### src/sv/ssod_pkg.sv
// ssod_pkg: shared types and constants for the scan sector obstacle detector
// holds register indexes, field widths and the configuration struct
// no dependencies
package ssod_pkg;

    // saturation limit of the obstacle point count
    localparam int MAX_POINTS = 4096;

    localparam int ANGLE_W = 24;
    localparam int ACC_W   = 32;
    localparam int DIST_W  = 16;
    localparam int COUNT_W = 13;
    localparam int DEC_W   = 8;
    localparam int ADDR_W  = 5;
    localparam int DATA_W  = 32;

    // register indexes on the configuration port
    typedef enum logic [2:0] {
        REG_START_ANGLE     = 3'd0,
        REG_ANGLE_STEP      = 3'd1,
        REG_ANGLE_LOW       = 3'd2,
        REG_ANGLE_HIGH      = 3'd3,
        REG_DISTANCE_LOW    = 3'd4,
        REG_DISTANCE_HIGH   = 3'd5,
        REG_COUNT_THRESHOLD = 3'd6,
        REG_SCAN_DECIMATION = 3'd7
    } ssod_reg_idx_t;

    // register reset values
    localparam logic [ANGLE_W-1:0] START_ANGLE_RST     = 24'hFCDBC1; // -205887
    localparam logic [ANGLE_W-1:0] ANGLE_STEP_RST      = 24'd1144;
    localparam logic [ANGLE_W-1:0] ANGLE_LOW_RST       = 24'hFF4000; // -49152
    localparam logic [ANGLE_W-1:0] ANGLE_HIGH_RST      = 24'd49152;
    localparam logic [DIST_W-1:0]  DISTANCE_LOW_RST    = 16'd100;
    localparam logic [DIST_W-1:0]  DISTANCE_HIGH_RST   = 16'd1000;
    localparam logic [COUNT_W-1:0] COUNT_THRESHOLD_RST = 13'd50;
    localparam logic [DEC_W-1:0]   SCAN_DECIMATION_RST = 8'd2;

    // configuration seen by the datapath
    typedef struct packed {
        logic [ANGLE_W-1:0] start_angle;
        logic [ANGLE_W-1:0] angle_step;
        logic [ANGLE_W-1:0] angle_low;
        logic [ANGLE_W-1:0] angle_high;
        logic [DIST_W-1:0]  distance_low;
        logic [DIST_W-1:0]  distance_high;
        logic [COUNT_W-1:0] count_threshold;
        logic [DEC_W-1:0]   scan_decimation;
    } ssod_cfg_t;

    // result of one processed sample
    typedef struct packed {
        logic               emit;
        logic               obstacle;
        logic [COUNT_W-1:0] count;
    } ssod_res_t;

endpackage

### src/sv/ssod_regs.sv
// ssod_regs: configuration register file behind the APB-style port
// depends on ssod_pkg for register indexes, widths and reset values
module ssod_regs
    import ssod_pkg::*;
(
    input  logic              clk,
    input  logic              rst_n,
    input  logic              psel,
    input  logic              penable,
    input  logic              pwrite,
    input  logic [ADDR_W-1:0] paddr,
    input  logic [DATA_W-1:0] pwdata,
    output logic [DATA_W-1:0] prdata,
    output ssod_cfg_t         cfg
);

    ssod_cfg_t     cfg_reg;
    ssod_reg_idx_t wr_idx;
    logic          wr_en;

    assign wr_idx = ssod_reg_idx_t'(paddr[ADDR_W-1:2]);
    assign wr_en  = psel && penable && pwrite;
    assign cfg    = cfg_reg;

    // register writes, truncated to each register's width
    always_ff @(posedge clk or negedge rst_n)
    begin
        if (!rst_n)
        begin
            cfg_reg.start_angle     <= START_ANGLE_RST;
            cfg_reg.angle_step      <= ANGLE_STEP_RST;
            cfg_reg.angle_low       <= ANGLE_LOW_RST;
            cfg_reg.angle_high      <= ANGLE_HIGH_RST;
            cfg_reg.distance_low    <= DISTANCE_LOW_RST;
            cfg_reg.distance_high   <= DISTANCE_HIGH_RST;
            cfg_reg.count_threshold <= COUNT_THRESHOLD_RST;
            cfg_reg.scan_decimation <= SCAN_DECIMATION_RST;
        end
        else if (wr_en)
        begin
            unique case (wr_idx)
                REG_START_ANGLE:     cfg_reg.start_angle     <= pwdata[ANGLE_W-1:0];
                REG_ANGLE_STEP:      cfg_reg.angle_step      <= pwdata[ANGLE_W-1:0];
                REG_ANGLE_LOW:       cfg_reg.angle_low       <= pwdata[ANGLE_W-1:0];
                REG_ANGLE_HIGH:      cfg_reg.angle_high      <= pwdata[ANGLE_W-1:0];
                REG_DISTANCE_LOW:    cfg_reg.distance_low    <= pwdata[DIST_W-1:0];
                REG_DISTANCE_HIGH:   cfg_reg.distance_high   <= pwdata[DIST_W-1:0];
                REG_COUNT_THRESHOLD: cfg_reg.count_threshold <= pwdata[COUNT_W-1:0];
                REG_SCAN_DECIMATION: cfg_reg.scan_decimation <= pwdata[DEC_W-1:0];
                default:             cfg_reg <= cfg_reg;
            endcase
        end
    end

    // read mux, angles sign extended
    always_comb
    begin
        unique case (wr_idx)
            REG_START_ANGLE:     prdata = DATA_W'($signed(cfg_reg.start_angle));
            REG_ANGLE_STEP:      prdata = DATA_W'($signed(cfg_reg.angle_step));
            REG_ANGLE_LOW:       prdata = DATA_W'($signed(cfg_reg.angle_low));
            REG_ANGLE_HIGH:      prdata = DATA_W'($signed(cfg_reg.angle_high));
            REG_DISTANCE_LOW:    prdata = DATA_W'(cfg_reg.distance_low);
            REG_DISTANCE_HIGH:   prdata = DATA_W'(cfg_reg.distance_high);
            REG_COUNT_THRESHOLD: prdata = DATA_W'(cfg_reg.count_threshold);
            REG_SCAN_DECIMATION: prdata = DATA_W'(cfg_reg.scan_decimation);
            default:             prdata = '0;
        endcase
    end

endmodule

### src/sv/ssod_core.sv
// ssod_core: per-sample scan state, angle accumulation and point counting
// depends on ssod_pkg for the configuration and result structs
module ssod_core
    import ssod_pkg::*;
(
    input  logic              clk,
    input  logic              rst_n,
    input  ssod_cfg_t         cfg,
    input  logic              step,
    input  logic [DIST_W-1:0] distance,
    input  logic              last,
    output ssod_res_t         res
);

    logic [DEC_W-1:0]          scan_counter_reg, scan_counter_next;
    logic                      scan_examined_reg, scan_examined_next;
    logic                      at_scan_start_reg, at_scan_start_next;
    logic signed [ACC_W-1:0]   angle_acc_reg, angle_acc_next;
    logic [COUNT_W-1:0]        count_reg, count_next;

    logic [DEC_W:0]            counter_inc;
    logic                      examine_new;
    logic signed [ACC_W:0]     angle_sum;
    logic signed [ACC_W-1:0]   angle_cur;
    logic                      examined_cur;
    logic [COUNT_W-1:0]        count_base;
    logic [COUNT_W-1:0]        count_cur;
    logic                      hit;

    // scan start decision: wraps when the counter reaches the decimation
    assign counter_inc = {1'b0, scan_counter_reg} + {{DEC_W{1'b0}}, 1'b1};
    assign examine_new = counter_inc >= {1'b0, cfg.scan_decimation};

    // saturating angle accumulation
    assign angle_sum = {angle_acc_reg[ACC_W-1], angle_acc_reg}
                     + (ACC_W+1)'($signed(cfg.angle_step));

    always_comb
    begin
        scan_counter_next = scan_counter_reg;
        if (at_scan_start_reg)
        begin
            angle_cur    = ACC_W'($signed(cfg.start_angle));
            examined_cur = examine_new;
            count_base   = '0;
            scan_counter_next = examine_new ? '0 : counter_inc[DEC_W-1:0];
        end
        else
        begin
            examined_cur = scan_examined_reg;
            count_base   = count_reg;
            if (angle_sum[ACC_W] != angle_sum[ACC_W-1])
                angle_cur = angle_sum[ACC_W] ? {1'b1, {(ACC_W-1){1'b0}}}
                                             : {1'b0, {(ACC_W-1){1'b1}}};
            else
                angle_cur = angle_sum[ACC_W-1:0];
        end
    end

    // window test and saturating count
    assign hit = examined_cur
              && (angle_cur >= ACC_W'($signed(cfg.angle_low)))
              && (angle_cur <= ACC_W'($signed(cfg.angle_high)))
              && (distance >= cfg.distance_low)
              && (distance <= cfg.distance_high);

    assign count_cur = (hit && (count_base < COUNT_W'(MAX_POINTS)))
                     ? count_base + {{(COUNT_W-1){1'b0}}, 1'b1}
                     : count_base;

    assign scan_examined_next = examined_cur;
    assign at_scan_start_next = last;
    assign angle_acc_next     = angle_cur;
    assign count_next         = last ? '0 : count_cur;

    assign res.emit     = step && last && examined_cur;
    assign res.obstacle = count_cur > cfg.count_threshold;
    assign res.count    = count_cur;

    // scan state update on each processed sample
    always_ff @(posedge clk or negedge rst_n)
    begin
        if (!rst_n)
        begin
            scan_counter_reg  <= '0;
            scan_examined_reg <= 1'b0;
            at_scan_start_reg <= 1'b1;
            angle_acc_reg     <= '0;
            count_reg         <= '0;
        end
        else if (step)
        begin
            scan_counter_reg  <= scan_counter_next;
            scan_examined_reg <= scan_examined_next;
            at_scan_start_reg <= at_scan_start_next;
            angle_acc_reg     <= angle_acc_next;
            count_reg         <= count_next;
        end
    end

endmodule

### src/sv/scan_sector_obstacle_detector.sv
// Scan sector obstacle detector.
// Sample channel: sample_valid/sample_ready carry distance_mm and
// last_of_scan, one range sample per transfer. Result channel:
// result_valid/result_ready carry obstacle_present and point_count, one
// transfer at the end of every examined scan; skipped scans give none.
// Configuration is written over the APB-style port (register i at byte
// address 4*i); the user must write it only while no sample is in flight;
// the block does not enforce this. A sample waits in the input register
// and is processed from there; its result goes into the result register.
// Throughput: one sample per cycle unless stalled, set by the single pass
// through the angle adder, window compares and count increment.
// When the receiver stalls, the result register holds; one more sample is
// taken into the input register, then sample_ready drops until the result
// is taken.
// Reset clears the scan state and the pipeline and loads the register
// defaults; the first sample after reset starts a new scan.
// depends on ssod_pkg, ssod_regs and ssod_core
module scan_sector_obstacle_detector
    import ssod_pkg::*;
(
    input  logic               clk,
    input  logic               rst_n,
    input  logic               psel,
    input  logic               penable,
    input  logic               pwrite,
    input  logic [ADDR_W-1:0]  paddr,
    input  logic [DATA_W-1:0]  pwdata,
    output logic [DATA_W-1:0]  prdata,
    output logic               pready,
    input  logic               sample_valid,
    output logic               sample_ready,
    input  logic [DIST_W-1:0]  distance_mm,
    input  logic               last_of_scan,
    output logic               result_valid,
    input  logic               result_ready,
    output logic               obstacle_present,
    output logic [COUNT_W-1:0] point_count
);

    ssod_cfg_t          cfg;
    ssod_res_t          res;
    logic               step;

    logic               samp_valid_reg;
    logic [DIST_W-1:0]  samp_dist_reg;
    logic               samp_last_reg;

    logic               res_valid_reg;
    logic               res_obstacle_reg;
    logic [COUNT_W-1:0] res_count_reg;

    assign pready = 1'b1;

    ssod_regs u_regs (
        .clk     (clk),
        .rst_n   (rst_n),
        .psel    (psel),
        .penable (penable),
        .pwrite  (pwrite),
        .paddr   (paddr),
        .pwdata  (pwdata),
        .prdata  (prdata),
        .cfg     (cfg)
    );

    // process a held sample unless a result is still waiting
    assign step         = samp_valid_reg && (!res_valid_reg || result_ready);
    assign sample_ready = !samp_valid_reg || step;

    // input register
    always_ff @(posedge clk or negedge rst_n)
    begin
        if (!rst_n)
            samp_valid_reg <= 1'b0;
        else if (sample_ready)
            samp_valid_reg <= sample_valid;
    end

    always_ff @(posedge clk)
    begin
        if (sample_ready && sample_valid)
        begin
            samp_dist_reg <= distance_mm;
            samp_last_reg <= last_of_scan;
        end
    end

    ssod_core u_core (
        .clk      (clk),
        .rst_n    (rst_n),
        .cfg      (cfg),
        .step     (step),
        .distance (samp_dist_reg),
        .last     (samp_last_reg),
        .res      (res)
    );

    // result register
    always_ff @(posedge clk or negedge rst_n)
    begin
        if (!rst_n)
            res_valid_reg <= 1'b0;
        else if (res.emit)
            res_valid_reg <= 1'b1;
        else if (result_ready)
            res_valid_reg <= 1'b0;
    end

    always_ff @(posedge clk)
    begin
        if (res.emit)
        begin
            res_obstacle_reg <= res.obstacle;
            res_count_reg    <= res.count;
        end
    end

    assign result_valid     = res_valid_reg;
    assign obstacle_present = res_obstacle_reg;
    assign point_count      = res_count_reg;

endmodule

### config.mk
export PLATFORM = sky130hd
export DESIGN_NAME = scan_sector_obstacle_detector
export DESIGN_NICKNAME = d
export VERILOG_FILES = /design/src/sv/ssod_pkg.sv /design/src/sv/ssod_regs.sv /design/src/sv/ssod_core.sv /design/src/sv/scan_sector_obstacle_detector.sv
export SDC_FILE = /design/constraint.sdc
export NUM_CORES = 1
export LEC_CHECK = 0
export ABC_AREA = 1
export BUFFER_PORTS_ARGS = -buffer_cell sky130_fd_sc_hd__buf_2
export CORE_ASPECT_RATIO = 1.75
export CORE_UTILIZATION = 45
export CTS_CLUSTER_SIZE = 25
export DETAILED_ROUTE_END_ITERATION = 8
export GPL_TIMING_DRIVEN = 0
export PLACE_DENSITY = 0.63
export SETUP_SLACK_MARGIN = 0.3
export SLEW_MARGIN = 20
export SYNTH_ARGS = -nofsm -noshare
export SYNTH_HDL_FRONTEND = slang
export SYNTH_SLANG_ARGS = --single-unit
### constraint.sdc
create_clock -name clk -period 6.4 [get_ports clk]
set_clock_uncertainty 0.05 [all_clocks]
set_input_delay 1.28 -clock clk [delete_from_list [all_inputs] [get_ports clk]]
set_output_delay 1.28 -clock clk [all_outputs]
set_load 0.03 [all_outputs]
# [Word-level counts from Yosys, hierarchy flattened]
# Index checks and enable logic that the tools add are counted.
[word_totals] reg_bits=237 elab_cells=74
[op_classes] addsub=3 order_cmp=7 n_eq_ne=8 muxes=11 n_reduce_logical=26
[ops] cell="$pmux 32 s8" count=1
[ops] cell="$mux 32" count=3
[ops] cell="$mux 13" count=3
[ops] cell="$add 32x24->33" count=1
[ops] cell="$ge 32x24->1" count=1
[ops] cell="$le 32x24->1" count=1
[ops] cell="$reduce_and 2->1" count=9
[ops] cell="$ge 16x16->1" count=1
[ops] cell="$le 16x16->1" count=1
[ops] cell="$add 13x1->13 const B" count=1
[ops] cell="$gt 13x13->1" count=1
[ops] cell="$lt 13x13->1 const B" count=1
[ops] cell="$eq 3x3->1 const B" count=4
[ops] cell="$logic_and 1x1->1" count=11
[ops] cell="$add 8x1->9 const B" count=1
[ops] cell="$ge 9x8->1" count=1
[ops] cell="$mux 8" count=1
[ops] cell="$eq 3x2->1 const B" count=2
[ops] cell="$eq 3x1->1 const B" count=1
[ops] cell="$logic_not 3->1" count=1
[ops] cell="$mux 1" count=3
[ops] cell="$logic_not 1->1" count=2
[ops] cell="$logic_or 1x1->1" count=2
[ops] cell="$reduce_bool 2->1" count=1
[ops] cell="$ne 1x1->1" count=1

# [Logic depth before layout (Yosys ltp)]
[depth] depth_word=12 mapped_depth=45 depth_no_buf=43

# [Modules after synthesis]
# From an unflattened synthesis, not the netlist that was laid out.
[unflattened] cells_unflattened=2178 hier_area_um2=16419.5
[modules_own_cells] module="ssod_core" n_inst=1 cells_each=1308 area_per_inst_um2=8368.0 seq_area_each_um2=1377.6
[modules_own_cells] module="ssod_regs" n_inst=1 cells_each=827 area_per_inst_um2=7014.2 seq_area_each_um2=3783.6
[modules_own_cells] module="scan_sector_obstacle_detector" n_inst=1 cells_each=43 area_per_inst_um2=1037.2 seq_area_each_um2=980.9

# [Worst setup path before layout]
# No wires, ideal clock.
[synth_path] path_type="register -> register" from="register u_regs.cfg_reg, in the netlist u_regs.cfg[101]" to="register res_obstacle_reg, in the netlist obstacle_present, data pin" arrival_ns=4.806 t_required_ns=6.085 setup_slack_ns=1.278 stages_incl_launch_ff=39 path_cell_list="dfrtp_1 > ha_1 > inv_1 > fa_1 > o21ai_2 > nand2_1 > nand2_1 > nand2_2 > nand2_2 > nand3_1 > nand3_1 > nand2_2 > nor2_4 > nor2_8 > buf_12 > nand2_2 > nand2_2 > ha_1 > (+3 left out) > nand3_1 > a21oi_1 > nand2_1 > nand2_1 > nand3_1 > nand2_1 > nor2_2 > nand3_1 > clkbuf_1 > nand2_1 > and2_1 > ha_1 > a21oi_1 > nor2_1 > a211oi_1 > o31ai_1 > a221oi_1 > a21oi_1"
[synth_lines] item="start, declared" line="ssod_regs.sv:17" text="ssod_cfg_t cfg_reg;"
[synth_lines] item="start signal, assigned" line="ssod_regs.sv:50" text="default: cfg_reg <= cfg_reg;"
[synth_lines] item="end signal, assigned" line="scan_sector_obstacle_detector.sv:113" text="res_obstacle_reg <= res.obstacle;"
[synth_lines] item="end, declared" line="scan_sector_obstacle_detector.sv:49" text="logic res_obstacle_reg;"

==> results_dict.tcl <==
set metrics [dict create \
    status "complete, but fails checks" \
    violations "design-rule violations" \
    timing.setup.tns_ps 0 \
    tritoncts "done" \
    antenna_found_initial 0 \
    worstMarginPinSlew_ps 1007 \
    synth_top_area_share_pct 25.73 \
    drive_gt1_share_pct 18.49 \
    ioPinCount 110 \
    critPathMaxFanout 6 \
    rsz0062_at_grt "false" \
    dp_cells 2571 \
    cpLargestDelayFamily "simple AND/OR/NAND/NOR gates" \
    hold_viol_final 0 \
    gp_congestion 0.9711 \
    grtUsageTotal_pct 30.35 \
    crit_top_cell "nand2_2" \
    drt_iter0_drc 779 \
    holdCritPathClass "flop to flop" \
    synth.area.top_cells "dfrtp_1 26%, nand2_1 15%, ha_1 12%, dfstp_2 7.6%, o21ai_0 5.9%" \
    syn_nets 2224 \
    cts_sinks 237 \
    io_buffers 98 \
    p_per_area_nw_per_um2 423.6 \
    area_delta_synth_final_pct 16.94 \
    cp-start-kind "flop" \
    cp_data_required_time_ps 6640 \
    path_clk_slew_ps 60 \
    largest_reg_flops 149 \
    post-route-min-period_ps 5932 \
    whs_ps 433.6 \
    wl_um 52820 \
    worstSetupPathType "flop to flop" \
    die_w_um 143.0 \
    vias 14410 \
    synth-seq-area-share_pct 39.22 \
    final_cells 2645 \
    synth_warnings 0 \
    setup_violations 0 \
    initial_core_util_pct 45.59 \
    crit_buf_inv 4 \
    fmax_ghz 0.1686 \
    fillerInstances 3357 \
    clk_path_buf_depth 3 \
    slew_viol_final 0 \
    yosysTopAreaCell "dfrtp_1" \
    vias_per_cell 5.448 \
    ys_ff_latch 237 \
    grt_overflow 0 \
    die_y_um 248.8 \
    drv_cap 0 \
    synth-async-reset-ratio_pct 86.92 \
    grt_pass1_wl_um 80930 \
    rows 90 \
    antenna_cells 0 \
    netlist_instances 2011 \
    grt_max_degree 100 \
    slew_headroom_pct 32.52 \
    cp_slowest_cell "dfrtp_2" \
    max-vdd-ir-drop_v 0.0002493 \
    wl_per_cell_um 19.97 \
    setup_ws_ps 467.5 \
    postCtsHoldBufs 0 \
    p_leak_uw 0.009043 \
    ys_types 58 \
    nets 2379 \
    core_region_area_um2 34350 \
    drc_errors 1 \
    grt_pass1_vias 14790 \
    numCtsBuffers 25 \
    crit_path_max_incr_delay_ps 490 \
    avgSynthCellArea_um2 7.787 \
    crit_arrival_ps 6170 \
    fin_crit_sh_pct 92.70 \
    synth-main-ff-cell "dfrtp_1" \
    synth.cell_area_um2 15660 \
    first_pass_iters 9 \
    critPathCaptureType "flop" \
    die-area_um2 35580 \
    ant_nets 0 \
    hpwl_um 40860 \
    preCtsSetupSlack_ps -310.3 \
    cts-htree-levels 1 \
    insertion_delay_ps 560 \
    synth_edf_count 31 \
    cts-root-buf "clkbuf_16" \
]
-- stage by stage --
step           area (µm²)  utilization [%]  power, µW
3_5_place_dp        16800            48.91       5827
4_1_cts             17740            51.66       7411
2_1_floorplan       15660                -       4735
5_1_grt             18310            53.32       8340
6_report            18310            53.32       7756
3_3_place_gp        16720            48.70       5732
-- what timing repair did --
| action | in CTS | in global routing |
|---|---|---|
| resized for setup | 23 | 87 |
| pin swaps | 8 | 33 |
| setup endpoints to repair | 1 | 1 |
| setup buffers | 8 | 19 |
| gates cloned | 0 | 1 |
-- cells in the mapped netlist (7+ instances only) --
master,count
nand2_1,609
inv_1,231
o21ai_0,186
dfrtp_1,161
ha_1,151
a21oi_1,99
nor2_1,82
nand2_2,67
nand3_1,64
clkbuf_1,48
dfstp_2,45
edfxtp_1,31
o22ai_1,30
nand4_1,26
xor2_1,20
xnor2_1,14
buf_4,12
nor3_1,12
and2_1,11
a221oi_1,9
a21o_1,8
a31oi_1,7
nor3_2,7
o21bai_1,7
-- area by class of cell --
cell class                      instances  area, µm²  share of cell area, %
Buffer                                 71      431.7                  2.357
Clock buffer                           34      700.7                  3.826
Clock inverter                         12      102.6                 0.5603
Inverter                              237      889.6                  4.858
Multi-Input combinational cell       1466       8667                  47.33
Sequential cell                       237       6143                  33.55
Tap cell                              460      575.6                  3.143
Timing Repair Buffer                  128      800.8                  4.373
-- worst register-to-register path: cells and delay by family, from the launching register on --
family          cells  cell delay (ps)
simple gates       23             2980
fa+ha+maj           3              700
compound gates      4              680
buf+inv             4              530
flops               1              490
xor+xnor            1              220
-- kinds of logic after synthesis --
group | Yosys count | synth area share, %
XOR/XNOR | 35 | 2.006
multiplexers | 1 | 0.06393
adder cells (fa/ha/maj) | 152 | 12.19
buffers and inverters | 308 | 8.302
other | 1 | 0.02395
flip-flops | 237 | 39.22
AND/OR/NAND/NOR | 898 | 24.82
AO/OA/AOI/OAI | 379 | 13.37
-- final timing paths --
kind / start / to / slack [ps] / cells past startpoint
max in group asynchronous: rst_n / u_regs.cfg[145] / 4960 / 2
worst min-delay path: u_regs.cfg[83] / u_regs.cfg[83] / 430 / 2
worst max-delay path: u_regs.cfg[124] / obstacle_present / 470 / 35
min in group asynchronous: rst_n / u_core.angle_acc_reg[24] / 530 / 1
worst max register to register: u_regs.cfg[124] / obstacle_present / 470 / 35
worst min register to register: u_regs.cfg[83] / u_regs.cfg[83] / 430 / 2
-- routing by layer --
layer | part of all wire [%] | global-route usage (%) | up-vias | wire (µm)
li1 | - | - | 6922 | -
met2 | 53 | 56.14 | 459 | 28010
met1 | 34 | 30.40 | 6830 | 18160
met4 | 8.8 | 23.90 | 0 | 4662
met5 | 0 | 0 | - | 0
met3 | 3.8 | 2.864 | 199 | 1996
-- cell usage in the layout (no fill, tap or decap), types with 6 or more instances in the layout --
cell and instances:
nand2_4 7, inv_1 230, clkbuf_1 53, nand2_1 600
and2_4 6, ha_4 13, a22oi_1 6, a21oi_1 78
o22ai_1 30, dfstp_2 45, nand2_2 71, edfxtp_1 31
xor2_1 20, dfrtp_1 160, clkbuf_16 27, ha_1 134
a31oi_1 7, buf_6 7, o2111ai_1 6, xnor2_1 14
o21bai_1 6, nand3b_1 6, o21ai_1 9, nand3_1 59
o21ai_0 179, nor2_2 6, buf_2 98, nor3_2 8
a21oi_2 21, clkinv_2 7, a221oi_1 8, buf_4 34
nor3_1 11, a21o_1 8, nand4_1 26, nor2_1 75
-- power by group --
group	switching [µW]	internal, µW	total, µW
Clock	648	815	1460
Combinational	2600	1520	4120
Sequential	259	1920	2170
Total	3510	4250	7760
Note: power is estimated with default switching activity, not from simulation.
